File: config.mk
export PLATFORM = sky130hd
export DESIGN_NAME = hpw_ctrl
export DESIGN_NICKNAME = d
export VERILOG_FILES = /design/src/rtl/hpw_pkg.sv /design/src/rtl/hpw_ctrl.sv
export VERILOG_INCLUDE_DIRS = /design/src /design/src/rtl
export SDC_FILE = /design/constraint.sdc
export NUM_CORES = 1
export LEC_CHECK = 0
export ABC_CLOCK_PERIOD_IN_PS = 2050
export BUFFER_PORTS_ARGS = -buffer_cell sky130_fd_sc_hd__buf_2
export CORE_MARGIN = 5
export CORE_UTILIZATION = 46
export CTS_CLUSTER_SIZE = 25
export DETAILED_ROUTE_END_ITERATION = 8
export HOLD_SLACK_MARGIN = 0.12
export PLACE_DENSITY = 0.77
export SYNTH_ARGS = -nofsm -noshare
export SYNTH_HDL_FRONTEND = slang
export SYNTH_SLANG_ARGS = --single-unit
File: constraint.sdc
create_clock -name clk -period 2.05 [get_ports clk]
set_clock_uncertainty 0.1 [all_clocks]
set_input_delay 0.205 -clock clk [delete_from_list [all_inputs] [get_ports clk]]
set_output_delay 0.205 -clock clk [all_outputs]
set_load 0.05 [all_outputs]
File: src/rtl/assert_macros.svh
// assertion macros for the histogram block
`ifndef ASSERT_MACROS_SVH
`define ASSERT_MACROS_SVH

// property a implies b on the same clock
`define ASSERT_IMP(label, clk, rst, a, b) \
  label: assert property (@(posedge clk) disable iff (rst) (a) |-> (b)) \
    else $error("assertion failed");

// property a implies b on the next clock
`define ASSERT_NEXT(label, clk, rst, a, b) \
  label: assert property (@(posedge clk) disable iff (rst) (a) |=> (b)) \
    else $error("assertion failed");

`endif

File: src/rtl/hpw_pkg.sv
// types and constants shared by the histogram controller and datapath
package hpw_pkg;
  localparam logic [1:0] CMD_CLEAR = 2'd0;
  localparam logic [1:0] CMD_FILL  = 2'd1;
  localparam logic [1:0] CMD_PEAK  = 2'd2;
  localparam logic [1:0] CMD_WIDTH = 2'd3;

  localparam logic [1:0] REG_RANGE_LOW  = 2'd0;
  localparam logic [1:0] REG_RANGE_HIGH = 2'd1;
  localparam logic [1:0] REG_BIN_WIDTH  = 2'd2;
  localparam logic [1:0] REG_BINS_USED  = 2'd3;

  localparam logic [16:0] LEVEL_ONE = 17'd65536;
  localparam int DIV_BITS = 34;

  typedef struct packed {
    logic load;
    logic div_start;
    logic fill_read;
    logic fill_write;
    logic clr_start;
    logic clr_step;
    logic scan_start;
    logic scan_step;
    logic thr_calc;
    logic count_start;
    logic count_step;
    logic finish_fill;
    logic finish_peak;
    logic finish_width;
    logic finish_clear;
    logic finish_reject;
    logic finish_level;
  } hpw_cmd_t;

  typedef struct packed {
    logic div_done;
    logic fill_ok;
    logic scan_last;
    logic clr_last;
    logic level_bad;
  } hpw_stat_t;
endpackage

File: src/rtl/hpw_ctrl.sv
// controller state machine for the histogram block
module hpw_ctrl
  import hpw_pkg::*;
(
  input  logic       clk,
  input  logic       rst,
  input  logic       start,
  input  logic [1:0] command,
  input  hpw_stat_t  stat,
  output hpw_cmd_t   cmd,
  output logic       busy
);
  `include "assert_macros.svh"

  localparam logic [3:0] S_IDLE   = 4'd0;
  localparam logic [3:0] S_DIV    = 4'd1;
  localparam logic [3:0] S_READ   = 4'd2;
  localparam logic [3:0] S_WRITE  = 4'd4;
  localparam logic [3:0] S_CLR    = 4'd5;
  localparam logic [3:0] S_SCAN   = 4'd6;
  localparam logic [3:0] S_THR    = 4'd7;
  localparam logic [3:0] S_COUNT  = 4'd8;
  localparam logic [3:0] S_PEAKO  = 4'd9;
  localparam logic [3:0] S_WIDTHO = 4'd10;
  localparam logic [3:0] S_SCANW  = 4'd11;
  localparam logic [3:0] S_PRE    = 4'd12;
  localparam logic [3:0] S_CNTW   = 4'd13;

  logic [3:0] state, state_next;
  logic [1:0] op, op_next;
  logic init;

  // reset starts a silent clearing pass over the bin memory
  always_ff @(posedge clk) begin
    if (rst) begin
      state <= S_PRE;
      op <= CMD_CLEAR;
      init <= 1'b1;
    end else begin
      state <= state_next;
      op <= op_next;
      if (state == S_CLR && stat.clr_last) init <= 1'b0;
    end
  end

  assign busy = (state != S_IDLE);

  always_comb begin
    state_next = state;
    op_next = op;
    cmd = '0;
    unique case (state)
      S_IDLE: begin
        if (start) begin
          cmd.load = 1'b1;
          op_next = command;
          state_next = S_PRE;
        end
      end
      S_PRE: begin
        unique case (op)
          CMD_CLEAR: begin
            cmd.clr_start = 1'b1;
            state_next = S_CLR;
          end
          CMD_FILL: begin
            if (stat.fill_ok) begin
              cmd.div_start = 1'b1;
              state_next = S_DIV;
            end else begin
              cmd.finish_reject = 1'b1;
              state_next = S_IDLE;
            end
          end
          CMD_PEAK: begin
            cmd.scan_start = 1'b1;
            state_next = S_SCANW;
          end
          CMD_WIDTH: begin
            if (stat.level_bad) begin
              cmd.finish_level = 1'b1;
              state_next = S_IDLE;
            end else begin
              cmd.scan_start = 1'b1;
              state_next = S_SCANW;
            end
          end
          default: state_next = S_IDLE;
        endcase
      end
      S_DIV: begin
        if (stat.div_done) begin
          if (stat.fill_ok) begin
            state_next = S_READ;
          end else begin
            cmd.finish_reject = 1'b1;
            state_next = S_IDLE;
          end
        end
      end
      S_READ: begin
        cmd.fill_read = 1'b1;
        state_next = S_WRITE;
      end
      S_WRITE: begin
        cmd.fill_write = 1'b1;
        cmd.finish_fill = 1'b1;
        state_next = S_IDLE;
      end
      S_CLR: begin
        cmd.clr_step = 1'b1;
        if (stat.clr_last) begin
          cmd.finish_clear = !init;
          state_next = S_IDLE;
        end
      end
      S_SCANW: state_next = S_SCAN;
      S_SCAN: begin
        cmd.scan_step = 1'b1;
        if (stat.scan_last) begin
          state_next = (op == CMD_PEAK) ? S_PEAKO : S_THR;
        end
      end
      S_PEAKO: begin
        cmd.finish_peak = 1'b1;
        state_next = S_IDLE;
      end
      S_THR: begin
        cmd.thr_calc = 1'b1;
        cmd.count_start = 1'b1;
        state_next = S_CNTW;
      end
      S_CNTW: state_next = S_COUNT;
      S_COUNT: begin
        cmd.count_step = 1'b1;
        if (stat.scan_last) state_next = S_WIDTHO;
      end
      S_WIDTHO: begin
        cmd.finish_width = 1'b1;
        state_next = S_IDLE;
      end
      default: state_next = S_IDLE;
    endcase
  end

  `ASSERT_IMP(a_load_idle, clk, rst, cmd.load, state == S_IDLE)
  `ASSERT_NEXT(a_start_busy, clk, rst, start && !busy, busy)
  `ASSERT_IMP(a_write_state, clk, rst, cmd.fill_write, op == CMD_FILL)
endmodule

==> impl_metrics.py <==
metrics = {
    "sta": {
        "fin_tns_setup_ns": 0,
        "period_share": 0.959,
        "max_freq_mhz": 509,
        "post-route-min-period_ns": 1.97,
        "fin_ws_ns": 0.0836,
        "slew_headroom": 0.717,
        "worstMarginPinSlew_ns": 0.413,
        "maxSlewViolCount": 0,
        "final-hold-violation-count": 0,
        "setup-violations-final": 0,
    },
    "clock_network": {
        "cts_tree": "built",
        "cts_max_level": 1,
        "clk_pin_slew_ns": 0.06,
        "post_cts_buffers": 0,
        "cts_buffers": 3,
        "clk_latency_ns": 0.26,
        "clock-sinks": 7,
        "cts_root_buffer": "clkbuf_4",
        "clockBufferDepth": 2,
    },
    "worst_setup_path": {
        "cpPeakStageDelay_ns": 0.36,
        "critical_path_arrival_ns": 1.66,
        "cp_cell_sequence": "nand2b_1 -> or2_1 -> nor2_1 -> nand2_1 -> a21oi_2 -> clkbuf_4",
        "cp.required_ns": 1.75,
        "critical_path_class": "reg2out",
        "cp_max_fo": 5,
        "critPathSlowestCell": "dfxtp_1",
        "startpoint_type": "register",
        "end_kind": "output pin",
    },
    "global_route": {
        "track_usage": 0.166,
        "first_global_vias": 745,
        "grt_start_max_net_pins": 19,
        "antenna_found_initial": 0,
        "grt-ovfl-total": 0,
        "grt_pass1_wl_mm": 3.27,
    },
    "logic_synthesis": {
        "yosys_register_bits": 7,
        "synth_nets": 111,
        "ys.warnings.count": 0,
        "synth-edff-count": 0,
        "synth_area_leader_cell": "dfxtp_1",
        "synth-main-ff-cell": "dfxtp_1",
        "seq_area_frac_synth": 0.204,
        "synth-async-reset-ratio": 0,
        "synth_top_area_frac": 0.204,
        "synth_area_sq_um": 688,
        "avgSynthCellArea_sq_um": 6.81,
        "synth.area.top_cells": "dfxtp_1 (20%), nor2_1 (8.7%), nand2_1 (6.0%)",
        "synthCells": 101,
        "yosysUniqueCellTypes": 37,
    },
    "layout": {
        "final_common_cell": "buf_2",
        "layout_common_cells": "buf_2 (26), nor2_1 (15), nand2_1 (11)",
        "final.fill_count": 148,
        "nNetsFinal": 140,
        "diodes": 0,
        "drive_above_1_share": 0.349,
        "syn2layout_area_growth_pct": 28.4,
        "fin_cells": 145,
    },
    "status": {
        "outcome": "finished, final reports clean",
    },
    "flow_run": {
        "maxCapViolations": 0,
    },
    "detailed_routing": {
        "drtIter0Drc": 14,
        "via_count": 826,
        "drt-pass1-iter-count": 4,
        "final_antenna_net_count": 0,
        "wl_per_cell_um": 13.9,
        "vias_per_cell": 5.70,
        "drc": 0,
        "drt-total-wl_mm": 2.02,
    },
    "placement": {
        "dp.cells": 139,
        "place.detailed.hpwl_mm": 1.47,
        "detailedPlace.worstSlack_ns": 0.351,
        "port_buffers": 27,
        "place_congestion": 0.814,
    },
    "floorplanning": {
        "initial_core_util": 0.473,
        "core_area_sq_um": 1450,
        "dieArea_sq_um": 2370,
        "die_w_um": 48.7,
        "io_pins": 28,
        "fp-row-count": 14,
        "die_y_um": 48.7,
    },
    "power_and_ir_drop": {
        "total_power_mw": 1.48,
        "ir_worst_vdd_v": 0.000723,
        "power_density_nw_per_um2": 1680,
        "p_leak_nw": 0.422,
    },
    "hold_path": {
        "min_path_type": "in2reg",
    },
}
-- kinds of logic after synthesis --
kind of cell           count (synthesis)  synth area share
AO/OA/AOI/OAI                         21             0.209
XOR/XNOR                               1            0.0127
buffers and inverters                 13             0.107
flip-flops                             7             0.204
multiplexers                           4            0.0600
AND/OR/NAND/NOR                       55             0.407
-- metrics by stage --
stage	util	cell area [sq um]	hold WS, ns
2_1_floorplan	-	704	0.249
3_3_place_gp	0.574	835	0.343
3_5_place_dp	0.574	835	0.348
4_1_cts	0.606	881	0.130
5_1_grt	0.608	883	0.134
6_report	0.608	883	0.122
-- final cells by class --
cell class                 count  area, sq um  area share
multi-input combinational     81          490       0.555
timing repair buffer          34          195       0.221
sequential                     7          140       0.159
clock buffer                   4         26.3      0.0297
tap                           16         20.0      0.0227
inverter                       3         11.3      0.0127
-- worst max-delay path, delay by kind of cell (launching register included) --
kind	cells	cell delay, ns
compound gates	1	0.12
buf+inv	1	0.23
flops	1	0.36
simple gates	4	0.68
-- flip-flops by register name, summed over array words and instances (netlist names) --
| register | flops |
|---|---|
| init | 1 |
| state | 4 |
| op | 2 |
-- worst paths after layout --
| kind | startpoint | endpoint | slack [ns] | depth (start not counted) |
|---|---|---|---|---|
| min reg2reg | init | init | 0.39 | 1 |
| max | state[1] | cmd[1] | 0.08 | 6 |
| max reg2reg | state[0] | state[1] | 0.42 | 6 |
| min | rst | op[1] | 0.12 | 2 |
-- cells in the mapped netlist (2+ instances only) --
library cell and count:
clkbuf_1 2, nor3_1 5, buf_4 4, nand3_1 4
mux2i_1 3, nor2b_1 2, buf_2 2, or2_2 2
o22ai_1 2, o21ai_0 3, nand2_1 11, and3_1 2
nor3_2 2, nor2_1 16, a21oi_1 5, dfxtp_1 7
nand2b_1 5, inv_1 3, nor3b_1 3
-- report_power, final --
group / internal [mW] / switching [mW] / total, mW
Combinational: 0.382 / 0.756 / 1.14
Sequential: 0.179 / 0.0360 / 0.215
Clock: 0.0747 / 0.0569 / 0.132
Total: 0.636 / 0.848 / 1.48
-- layer usage --
metal / GRT usage / share of wire
met5: 0 / 0
met4: 0.0673 / 0.016
met3: 0.0307 / 0.079
met2: 0.276 / 0.49
met1: 0.208 / 0.42
-- what timing repair did --
item | in CTS | in global routing
hold buffers | 2 | 0
endpoints found under the setup margin | 0 | 1
endpoints found under the hold margin | 2 | 0
gates resized for setup | 0 | 1
Note: power is estimated with default switching activity, not from simulation.
